`src/sv/utf8_to_utf16_transcoder_core_assert.svh`:
```
// ----------------------------------------------------------------------------
// UTF-8 to UTF-16 transcoder assertion macros
// Property shorthands sampled on clk, disabled while rst_n is low.
// ----------------------------------------------------------------------------
`ifndef UTF8_TO_UTF16_TRANSCODER_CORE_ASSERT_SVH
`define UTF8_TO_UTF16_TRANSCODER_CORE_ASSERT_SVH

// Same-cycle implication
`define U8U16_ASSERT_SAME(label, ante, cons) \
    label: assert property (@(posedge clk) disable iff (!rst_n) (ante) |-> (cons)) \
        else $error("u8u16 same-cycle check failed");

// Next-cycle implication
`define U8U16_ASSERT_NEXT(label, ante, cons) \
    label: assert property (@(posedge clk) disable iff (!rst_n) (ante) |=> (cons)) \
        else $error("u8u16 next-cycle check failed");

`endif

```
`src/sv/u8u16_pkg.sv`:
```
// ----------------------------------------------------------------------------
// u8u16_pkg
// Shared types and constants for the UTF-8 to UTF-16 transcoder.
// ----------------------------------------------------------------------------
`default_nettype none

package u8u16_pkg;

    localparam int PointWidth = 21;
    localparam int UnitWidth  = 16;
    localparam int QDepth     = 4;
    localparam int QPtrWidth  = $clog2(QDepth);
    localparam int QCntWidth  = $clog2(QDepth + 1);

    localparam logic [7:0]            Lead4     = 8'hF0;
    localparam logic [7:0]            Lead3     = 8'hE0;
    localparam logic [7:0]            Lead2     = 8'hC0;
    localparam logic [7:0]            ContMask  = 8'h3F;
    localparam logic [PointWidth-1:0] SuppBase  = 21'h010000;
    localparam logic [UnitWidth-1:0]  HighBase  = 16'hD800;
    localparam logic [UnitWidth-1:0]  LowBase   = 16'hDC00;

    // One decoded code point handed from front to back
    typedef struct packed {
        logic [PointWidth-1:0] point;
        logic                  last;
    } point_entry_t;

    // Queue status seen by both sides
    typedef struct packed {
        logic empty;
        logic full;
    } queue_status_t;

    // Back-end status for checking
    typedef struct packed {
        logic out_valid;
        logic low_pending;
    } back_status_t;

endpackage

`default_nettype wire

```
`src/sv/utf8_to_utf16_transcoder_core.sv`:
```
// ----------------------------------------------------------------------------
// utf8_to_utf16_transcoder_core
// Lenient UTF-8 to UTF-16 transcoder: byte decoder front, point queue,
// code unit back end with surrogate skid slot.
// ----------------------------------------------------------------------------
//   channel  | direction | handshake     | payload
//   ---------+-----------+---------------+-------------------------------------
//   bytes    | in        | push / full   | byte_in[7:0], string_end
//   units    | out       | empty / pop   | code_unit[15:0], run_end, final_unit
//
// One byte accepted per cycle while the four-entry point queue has room.
// A code point below 0x10000 leaves as one unit, one at or above it as two units,
// high surrogate first; the output side drains one unit per cycle while pop is held.
// The last byte of a code point writes it into the point queue; it then
// moves into the output register. Reset is asynchronous, active low; no clearing pass.
// A stalled output fills the queue, then full rises.
// ----------------------------------------------------------------------------
`default_nettype none

`include "utf8_to_utf16_transcoder_core_assert.svh"

module utf8_to_utf16_transcoder_core (
    input  wire logic        clk,
    input  wire logic        rst_n,
    input  wire logic        push,
    output logic             full,
    input  wire logic [7:0]  byte_in,
    input  wire logic        string_end,
    input  wire logic        pop,
    output logic             empty,
    output logic [15:0]      code_unit,
    output logic             run_end,
    output logic             final_unit
);

    logic                       byte_accept;
    logic                       q_push;
    logic                       q_pop;
    u8u16_pkg::point_entry_t    q_wr_entry;
    u8u16_pkg::point_entry_t    q_rd_entry;
    u8u16_pkg::queue_status_t   q_status;
    u8u16_pkg::back_status_t    b_status;

    assign full        = q_status.full;
    assign byte_accept = push && !q_status.full;

    u8u16_front u_front (
        .clk         (clk),
        .rst_n       (rst_n),
        .byte_accept (byte_accept),
        .byte_in     (byte_in),
        .string_end  (string_end),
        .q_push      (q_push),
        .q_entry     (q_wr_entry)
    );

    u8u16_queue u_queue (
        .clk      (clk),
        .rst_n    (rst_n),
        .wr_en    (q_push),
        .wr_entry (q_wr_entry),
        .rd_en    (q_pop),
        .rd_entry (q_rd_entry),
        .status   (q_status)
    );

    u8u16_back u_back (
        .clk        (clk),
        .rst_n      (rst_n),
        .q_entry    (q_rd_entry),
        .q_status   (q_status),
        .q_pop      (q_pop),
        .pop        (pop),
        .empty      (empty),
        .code_unit  (code_unit),
        .run_end    (run_end),
        .final_unit (final_unit),
        .status     (b_status)
    );

    // Checks
    `U8U16_ASSERT_SAME(a_low_behind_output, b_status.low_pending, !empty)
    `U8U16_ASSERT_SAME(a_high_has_low, (!empty && !run_end), b_status.low_pending)
    `U8U16_ASSERT_NEXT(a_low_follows_high, (pop && !empty && !run_end), (!empty && run_end && (code_unit[15:10] == 6'b110111)))

endmodule

`default_nettype wire

```
`src/sv/u8u16_front.sv`:
```
// ----------------------------------------------------------------------------
// u8u16_front
// Accepts UTF-8 bytes, gathers multi-byte sequences and pushes each
// finished (or cut-short) code point into the point queue.
// ----------------------------------------------------------------------------
`default_nettype none

module u8u16_front (
    input  wire logic                   clk,
    input  wire logic                   rst_n,
    input  wire logic                   byte_accept,
    input  wire logic [7:0]             byte_in,
    input  wire logic                   string_end,
    output logic                        q_push,
    output u8u16_pkg::point_entry_t     q_entry
);

    logic [u8u16_pkg::PointWidth-1:0] pp_reg, pp_next;
    logic [1:0]                       pend_reg, pend_next;

    logic [1:0]                       extra;
    logic [7:0]                       lead_bits;
    logic [u8u16_pkg::PointWidth-1:0] cont_point;
    logic                             emit;
    logic [u8u16_pkg::PointWidth-1:0] emit_point;

    // Lead classification
    always_comb
    begin
        if (byte_in >= u8u16_pkg::Lead4)
            extra = 2'd3;
        else if (byte_in >= u8u16_pkg::Lead3)
            extra = 2'd2;
        else if (byte_in >= u8u16_pkg::Lead2)
            extra = 2'd1;
        else
            extra = 2'd0;
        lead_bits  = byte_in & (u8u16_pkg::ContMask >> extra);
        cont_point = {pp_reg[u8u16_pkg::PointWidth-7:0], (byte_in[5:0] & u8u16_pkg::ContMask[5:0])};
    end

    // Sequence tracking and emit decision
    always_comb
    begin
        pp_next    = pp_reg;
        pend_next  = pend_reg;
        emit       = 1'b0;
        emit_point = '0;
        if (byte_accept)
        begin
            if (pend_reg == 2'd0)
            begin
                if (extra == 2'd0)
                begin
                    emit       = 1'b1;
                    emit_point = {{(u8u16_pkg::PointWidth-8){1'b0}}, byte_in};
                end
                else if (string_end)
                begin
                    emit       = 1'b1;
                    emit_point = {{(u8u16_pkg::PointWidth-8){1'b0}}, lead_bits};
                    pp_next    = '0;
                end
                else
                begin
                    pp_next   = {{(u8u16_pkg::PointWidth-8){1'b0}}, lead_bits};
                    pend_next = extra;
                end
            end
            else
            begin
                if ((pend_reg == 2'd1) || string_end)
                begin
                    emit       = 1'b1;
                    emit_point = cont_point;
                    pp_next    = '0;
                    pend_next  = 2'd0;
                end
                else
                begin
                    pp_next   = cont_point;
                    pend_next = pend_reg - 2'd1;
                end
            end
        end
    end

    assign q_push        = emit;
    assign q_entry.point = emit_point;
    assign q_entry.last  = string_end;

    // State registers
    always_ff @(posedge clk or negedge rst_n)
    begin
        if (!rst_n)
        begin
            pp_reg   <= '0;
            pend_reg <= 2'd0;
        end
        else
        begin
            pp_reg   <= pp_next;
            pend_reg <= pend_next;
        end
    end

endmodule

`default_nettype wire

```
`src/sv/u8u16_queue.sv`:
```
// ----------------------------------------------------------------------------
// u8u16_queue
// Short FIFO of decoded code points between front and back.
// ----------------------------------------------------------------------------
`default_nettype none

module u8u16_queue (
    input  wire logic                    clk,
    input  wire logic                    rst_n,
    input  wire logic                    wr_en,
    input  wire u8u16_pkg::point_entry_t wr_entry,
    input  wire logic                    rd_en,
    output u8u16_pkg::point_entry_t      rd_entry,
    output u8u16_pkg::queue_status_t     status
);

    u8u16_pkg::point_entry_t           mem_reg [u8u16_pkg::QDepth];
    logic [u8u16_pkg::QPtrWidth-1:0]   wr_ptr_reg, wr_ptr_next;
    logic [u8u16_pkg::QPtrWidth-1:0]   rd_ptr_reg, rd_ptr_next;
    logic [u8u16_pkg::QCntWidth-1:0]   cnt_reg, cnt_next;
    logic                              do_wr, do_rd;

    assign status.empty = (cnt_reg == '0);
    assign status.full  = (cnt_reg == u8u16_pkg::QCntWidth'(u8u16_pkg::QDepth));
    assign do_wr        = wr_en && !status.full;
    assign do_rd        = rd_en && !status.empty;
    assign rd_entry     = mem_reg[rd_ptr_reg];

    // Pointer and count update
    always_comb
    begin
        wr_ptr_next = do_wr ? wr_ptr_reg + 1'b1 : wr_ptr_reg;
        rd_ptr_next = do_rd ? rd_ptr_reg + 1'b1 : rd_ptr_reg;
        cnt_next    = cnt_reg;
        if (do_wr && !do_rd)
            cnt_next = cnt_reg + 1'b1;
        else if (!do_wr && do_rd)
            cnt_next = cnt_reg - 1'b1;
    end

    always_ff @(posedge clk or negedge rst_n)
    begin
        if (!rst_n)
        begin
            wr_ptr_reg <= '0;
            rd_ptr_reg <= '0;
            cnt_reg    <= '0;
        end
        else
        begin
            wr_ptr_reg <= wr_ptr_next;
            rd_ptr_reg <= rd_ptr_next;
            cnt_reg    <= cnt_next;
        end
    end

    // Storage, no reset
    always_ff @(posedge clk)
    begin
        if (do_wr)
            mem_reg[wr_ptr_reg] <= wr_entry;
    end

endmodule

`default_nettype wire

```
`src/sv/u8u16_back.sv`:
```
// ----------------------------------------------------------------------------
// u8u16_back
// Turns queued code points into UTF-16 code units; holds the low
// surrogate half in a skid slot behind the output register.
// ----------------------------------------------------------------------------
`default_nettype none

module u8u16_back (
    input  wire logic                     clk,
    input  wire logic                     rst_n,
    input  wire u8u16_pkg::point_entry_t  q_entry,
    input  wire u8u16_pkg::queue_status_t q_status,
    output logic                          q_pop,
    input  wire logic                     pop,
    output logic                          empty,
    output logic [15:0]                   code_unit,
    output logic                          run_end,
    output logic                          final_unit,
    output u8u16_pkg::back_status_t       status
);

    logic                              out_valid_reg, out_valid_next;
    logic [u8u16_pkg::UnitWidth-1:0]   unit_reg, unit_next;
    logic                              run_end_reg, run_end_next;
    logic                              final_reg, final_next;
    logic                              low_valid_reg, low_valid_next;
    logic [u8u16_pkg::UnitWidth-1:0]   low_unit_reg, low_unit_next;
    logic                              low_final_reg, low_final_next;

    logic                              load;
    logic                              is_supp;
    logic [u8u16_pkg::PointWidth-1:0]  offset;
    logic [u8u16_pkg::UnitWidth-1:0]   high_half, low_half;

    // Surrogate split
    always_comb
    begin
        is_supp   = (q_entry.point >= u8u16_pkg::SuppBase);
        offset    = q_entry.point - u8u16_pkg::SuppBase;
        high_half = u8u16_pkg::HighBase
                  + {{(u8u16_pkg::UnitWidth-11){1'b0}}, offset[20:10]};
        low_half  = u8u16_pkg::LowBase | {{(u8u16_pkg::UnitWidth-10){1'b0}}, offset[9:0]};
    end

    assign load  = !out_valid_reg || pop;
    assign q_pop = load && !low_valid_reg && !q_status.empty;

    // Output register loading
    always_comb
    begin
        out_valid_next = out_valid_reg;
        unit_next      = unit_reg;
        run_end_next   = run_end_reg;
        final_next     = final_reg;
        low_valid_next = low_valid_reg;
        low_unit_next  = low_unit_reg;
        low_final_next = low_final_reg;
        if (load)
        begin
            if (low_valid_reg)
            begin
                out_valid_next = 1'b1;
                unit_next      = low_unit_reg;
                run_end_next   = 1'b1;
                final_next     = low_final_reg;
                low_valid_next = 1'b0;
            end
            else if (!q_status.empty)
            begin
                out_valid_next = 1'b1;
                if (is_supp)
                begin
                    unit_next      = high_half;
                    run_end_next   = 1'b0;
                    final_next     = 1'b0;
                    low_valid_next = 1'b1;
                    low_unit_next  = low_half;
                    low_final_next = q_entry.last;
                end
                else
                begin
                    unit_next    = q_entry.point[u8u16_pkg::UnitWidth-1:0];
                    run_end_next = 1'b1;
                    final_next   = q_entry.last;
                end
            end
            else
            begin
                out_valid_next = 1'b0;
            end
        end
    end

    always_ff @(posedge clk or negedge rst_n)
    begin
        if (!rst_n)
        begin
            out_valid_reg <= 1'b0;
            low_valid_reg <= 1'b0;
        end
        else
        begin
            out_valid_reg <= out_valid_next;
            low_valid_reg <= low_valid_next;
        end
    end

    // Payload, no reset
    always_ff @(posedge clk)
    begin
        unit_reg      <= unit_next;
        run_end_reg   <= run_end_next;
        final_reg     <= final_next;
        low_unit_reg  <= low_unit_next;
        low_final_reg <= low_final_next;
    end

    assign empty              = !out_valid_reg;
    assign code_unit          = unit_reg;
    assign run_end            = run_end_reg;
    assign final_unit         = final_reg;
    assign status.out_valid   = out_valid_reg;
    assign status.low_pending = low_valid_reg;

endmodule

`default_nettype wire
```
`config.mk`:
```
export PLATFORM = sky130hd
export DESIGN_NAME = utf8_to_utf16_transcoder_core
export DESIGN_NICKNAME = d
export VERILOG_FILES = /design/src/sv/u8u16_pkg.sv /design/src/sv/utf8_to_utf16_transcoder_core.sv /design/src/sv/u8u16_front.sv /design/src/sv/u8u16_queue.sv /design/src/sv/u8u16_back.sv
export VERILOG_INCLUDE_DIRS = /design/src /design/src/sv
export SDC_FILE = /design/constraint.sdc
export NUM_CORES = 1
export LEC_CHECK = 0
export ABC_CLOCK_PERIOD_IN_PS = 4500
export BUFFER_PORTS_ARGS = -buffer_cell sky130_fd_sc_hd__buf_4
export CAP_MARGIN = 20
export CORE_AREA = 3 3 145 147
export CTS_CLUSTER_SIZE = 30
export DETAILED_ROUTE_END_ITERATION = 16
export DIE_AREA = 0 0 148 150
export SYNTH_ARGS = -nofsm -noshare
export SYNTH_HDL_FRONTEND = slang
export SYNTH_SLANG_ARGS = --single-unit
```
`constraint.sdc`:
```
create_clock -name clk -period 4.5 [get_ports clk]
set_input_delay 1.125 -clock clk [delete_from_list [all_inputs] [get_ports clk]]
set_output_delay 1.125 -clock clk [all_outputs]
set_load 0.02 [all_outputs]
```
### Yosys cells after proc, flatten, opt, wreduce, memory -nomap -nowiden

Memory sizes are Yosys's and may differ from the RTL's.
Cells that the tools add are included.

* flip-flop bits (word level): 55
* memories: 1
* bits in writable memories: 88
* output and inout bits: 20
* word-level logic and storage cells: 95
* input port bits: 13

* eq/ne operators: 5
* shifts and indexed selects: 1
* $add $sub $neg: 7
* $lt $le $gt $ge: 4
* bitwise logic cells: 3
* multiplexer cells: 38
* reductions and logical operators: 23

Memory list
* u_queue.mem_reg: depth 4, width 22, read ports 1, clocked after memory_dff 0, write ports 1, RTL line u8u16_queue.sv:17 `u8u16_pkg::point_entry_t mem_reg [u8u16_pkg::QDepth];`

Operators by type and width (number)
* $mux 21: 4
* $mux 15: 3
* $mux 16: 2
* $ge 8x8->1 const B: 3
* $ge 21x17->1 const B: 1
* $sub 21x17->21 const B: 1
* $mux 1: 18
* $add 15x12->16 const A: 1
* $mux 8: 2
* $mux 2: 6
* $mux 10: 1
* $and 8x8->8: 1
* $shr 6x2->8 const A: 1
* $logic_and 1x1->1: 7
* $logic_not 1->1: 6
* $mux 3: 2
* $ne 2x2->1 const B: 3
* $add 2x1->2 const B: 2
* $logic_not 2->1: 2
* $reduce_and 2->1: 2
* $reduce_and 4->1: 1
* $add 3x1->3 const B: 1
* $eq 3x3->1 const B: 1
* $logic_not 3->1: 1
* 7 further kinds: 9

### Depth between registers and ports, before layout

* depth in word-level cells: 13
* gate-level depth with buffers: 14
* mapped depth without buffers: 12

### Modules after synthesis

From an unflattened synthesis, not the netlist that was laid out.

* cells, all modules: 393
* area, all modules: 6149.6 µm²

By module, submodules not included
* u8u16_queue: times used 1, area each 3628.5 µm², cells an instance 151, sequential area each 2817.7 µm²
* u8u16_back: times used 1, area each 1433.9 µm², cells an instance 115, sequential area each 920.9 µm²
* u8u16_front: times used 1, area each 1073.5 µm², cells an instance 126, sequential area each 425.4 µm²
* utf8_to_utf16_transcoder_core: times used 1, area each 13.8 µm², cells an instance 1, sequential area each 0.0 µm²

### Least setup slack after synthesis

No wires, ideal clock.

* kind: input-to-reg
* from: in byte_in[7]
* to: reg u_queue.cnt_reg[2] (netlist name)
* library setup time: 79 ps
* path slack: 1513 ps
* data arrival time: 2908 ps
* path buffers: 1
* data required time: 4421 ps
* cell stages on the path: 11
* cell sequence: and3_1 -> nor2_1 -> nor2_1 -> nor2_1 -> clkbuf_1 -> ha_1 -> inv_1 -> fa_1 -> xor2_1 -> nor2_1 -> xor2_1

* cells in the longest elaborated chain, start to end: 12

RTL lines
* from (decl): RTL line utf8_to_utf16_transcoder_core.sv:27 `input wire logic [7:0] byte_in,`
* $ge 8x8->1: RTL line u8u16_front.sv:34 `else if (byte_in >= u8u16_pkg::Lead2)`
* $mux 1: RTL line u8u16_front.sv:34
* $mux 2: RTL line u8u16_front.sv:32 `else if (byte_in >= u8u16_pkg::Lead3)`
* $mux 2 (*): RTL line u8u16_front.sv:30 `if (byte_in >= u8u16_pkg::Lead4)`
* $logic_not 2->1 (*): RTL line u8u16_front.sv:53 `if (extra == 2'd0)`
* $mux 1 (*): RTL line u8u16_front.sv:53
* $mux 1 (*): RTL line u8u16_front.sv:51 `if (pend_reg == 2'd0)`
* $mux 1 (*): RTL line u8u16_front.sv:49 `if (byte_accept)`
* $logic_and 1x1->1 (*): RTL line u8u16_queue.sv:25 `assign do_wr = wr_en && !status.full;`
* net u_queue.do_wr: RTL line u8u16_queue.sv:21 `logic do_wr, do_rd;`
* $logic_not 1->1: RTL line u8u16_queue.sv:37 `else if (!do_wr && do_rd)`
* $logic_and 1x1->1: RTL line u8u16_queue.sv:37
* $reduce_bool 2->1 (no source line)
* to (signal assigned): RTL line u8u16_queue.sv:53 `cnt_reg <= cnt_next;`
* to (decl): RTL line u8u16_queue.sv:20 `logic [u8u16_pkg::QCntWidth-1:0] cnt_reg, cnt_next;`

The timed path passes the listed nets; every way through them passes the cells marked *.
A chain may end at the register's enable or synchronous reset.

==> run metrics <==
# setup viols final=0; CP Launch Type=flop; top-area cell type share of the netlist area=0.589; max-slew violations=0; Post-route DRC=0; Critical Path RT=about 4600 ps; fillers=~2000; Initial Utilization=0.298; core area=around 20000 um^2; RePlAce Congestion=between 0.8 and 0.9; Worst Setup End Kind=flop; Inserted Clock Buffers=17; H-Tree Depth=4; CTS tree=yes; first-pass GRT wire length=about 19000 um; Crit Path Class=reg -> reg; DR WL met2=~5200 um; CP max FO=13; Post-DRT Antenna Nets=0; max_slew headroom=0.306; commonest non-fill, non-tap cells in the layout=117 x edfxtp_1, 43 x buf_4, 34 x nand2_1, 26 x dfrtp_1; HP Class=reg -> reg; unrepaired setup endpoints after global routing=false; Clock Latency Late Sink=420 ps; WL final=between 10000 and 15000 um; pwr/cell area=between 700 and 800 nW/um^2; synth warn=0; post-DR wirelength/cell=16.8 um; Initial DRC Count=230; final worst slack=~1100 ps; DRT Pass-1 Iters=4; GR Overflow Total=0; HPWL after DPL=around 8000 um; Sw Pwr=roughly 1600 uW; Root Driver=clkbuf_16; Setup TNS Final=0 ps; final hold violation count=0; number of flip-flops under the largest register name=between 80 and 90; Synth Cell Area=about 6000 um^2; die height=around 150 um; clock tree buffer depth=2; Reg power frac=0.420; setup bufs post-CTS=0; Min Hold Slack=478 ps; Die ar.=22200 um^2; gr usage total=0.113; final net count=436; vias in the first global route=about 3300; synthesis-stage register bit count=143; IO Port Bufs=32; Vias/cell=between 4 and 5; Hold Buf Count CTS=0; top post-synthesis cells by area=edfxtp_1 59%, dfrtp_1 11%, mux4_2 7.6%, nand2_1 2.1%, ha_1 1.9%; cell taking the most area after synthesis=edfxtp_1; crit path time final=3410 ps; Storage cell area=4160 um^2; routed via count=~3200; Inst Count DP=~660; Switching Fraction=0.314; Die X=roughly 150 um; post-cts sizing count=0; Std-Cell Rows=52; placed cell area=approximately 6500 um^2; P_int=roughly 3400 uW; initial antenna violation count=0; Clock transition at path regs=roughly 60 ps; DP Worst Slack=between 1000 and 1500 ps; sequential area share after synthesis=0.698; Finished Layout Cells=slightly below 700; Crit path arrival time=~3500 ps; status=completed; total clock sinks=about 140; Synth-to-Final Area Change=19.2%; Max IR drop VDD=~0.29 mV; post-synth cell types=45; Antenna diodes=0; Max Freq=between 200 and 300 MHz; largest net degree at the start of global routing=35; WL met1=roughly 5700 um; Post-Syn Nets=390; Finished Cell Area=between 7000 and 8000 um^2; Tcrit/Tclk final=0.758; Slew @ Worst Pin=slightly above 1000 ps; most common cell after layout, fill and taps aside=edfxtp_1; DR WL met3=between 600 and 700 um; Clock power frac=0.285; Top Ports=33; Max Cap Violations=0; top sig layer=met4; fraction of layout cells with a size suffix above 1=0.235; Multi-input gate area=about 1600 um^2; Leak Pwr=~0.0026 uW; Logic pwr share=0.295; Gate Count Post-Synth=367; final clock skew=a little over 10 ps; mean post-synth cell area=16.2 um^2
## cells in the mapped netlist
| cell | number |
|---|---|
| edfxtp_1 | 117 |
| a32oi_1 | 1 |
| nor2_1 | 16 |
| mux2_2 | 6 |
| nor2b_1 | 3 |
| nor4_1 | 3 |
| nor3_1 | 6 |
| buf_2 | 1 |
| a32o_1 | 1 |
| a211oi_1 | 1 |
| or3_1 | 6 |
| nand2b_1 | 3 |
| xnor2_1 | 5 |
| or2_4 | 1 |
| o21ai_2 | 1 |
| fa_1 | 1 |
| or4_1 | 1 |
| or4b_1 | 1 |
| inv_1 | 13 |
| dfrtp_1 | 26 |
| a22oi_1 | 2 |
| clkbuf_1 | 8 |
| buf_6 | 4 |
| o31a_1 | 2 |
| a21bo_1 | 2 |
| buf_4 | 1 |
| nand3_1 | 1 |
| nand2_1 | 34 |
| dlygate4sd3_1 | 1 |
| and2_1 | 8 |
| xor2_1 | 4 |
| and3_1 | 15 |
| o21ai_0 | 20 |
| a221o_1 | 1 |
| nor3b_1 | 2 |
| mux2i_1 | 6 |
| a22o_1 | 5 |
| mux4_1 | 2 |
| a31oi_1 | 1 |
| ha_1 | 9 |
| mux4_2 | 20 |
| a21oi_1 | 3 |
| buf_12 | 1 |
| o21ai_1 | 1 |
| nor4_4 | 1 |
## routing by layer
| metal | GRT usage | vias to the layer above |
|---|---|---|
| li1 | - | 1486 |
| met1 | 0.156 | 1643 |
| met2 | 0.168 | 82 |
| met3 | 0.0421 | 11 |
| met4 | 0.0319 | 0 |
| met5 | 0 | - |
## worst max-delay path, stage by stage (launching register included)
cell and delay [ps]:
dfrtp_1 800, mux4_2 610, or4_1 540, or4b_1 500
o21ai_2 160, and2_1 450
## cell type report
cell class,count,share of cell area
sequential,143,0.586
multi-input combinational,195,0.230
clock buffer,22,0.0653
tap,270,0.0475
timing repair buffer,43,0.0454
clock inverter,10,0.0192
inverter,13,0.00687
## metrics by stage
| step | utilization | total power [uW] |
|---|---|---|
| after detailed placement | 0.325 | 3630 |
| after global placement | 0.325 | 3590 |
| after floorplan | - | 3160 |
| final | 0.355 | 4990 |
| after global routing | 0.355 | 5280 |
| after CTS | 0.355 | 5060 |
## power by group through the flow
stage                     logic, uW  clock network [uW]  registers [uW]
after floorplan                1070                   0            2090
after global placement         1470                   0            2120
after detailed placement       1490                   0            2140
after CTS                      1500                1450            2110
after global routing           1620                1500            2150
final                          1470                1420            2100
## cell families after synthesis
family                   count (synthesis)  synth area share
multiplexers                            34             0.106
buffers and inverters                   29            0.0279
flip-flops                             143             0.698
AND/OR/NAND/NOR                        101            0.0877
XOR/XNOR                                 9            0.0132
adder cells (fa/ha/maj)                 10            0.0222
AO/OA/AOI/OAI                           41            0.0449
## path summary, 6_finish.rpt
check / depth (start not counted) / start / slack [ps] / to
worst max-delay path: 5 / u_queue.rd_ptr_reg[0] / 1090 / u_back.low_unit_reg[8]
worst min-delay path: 2 / u_front.pp_reg[13] / 480 / u_front.pp_reg[13]
worst max register to register: 5 / u_queue.rd_ptr_reg[0] / 1090 / u_back.low_unit_reg[8]
worst min register to register: 2 / u_front.pp_reg[13] / 480 / u_front.pp_reg[13]
max in group asynchronous: 1 / rst_n / 3600 / u_back.out_valid_reg
min in group asynchronous: 1 / rst_n / 620 / u_front.pp_reg[0]
Note: power is estimated with default switching activity, not from simulation.
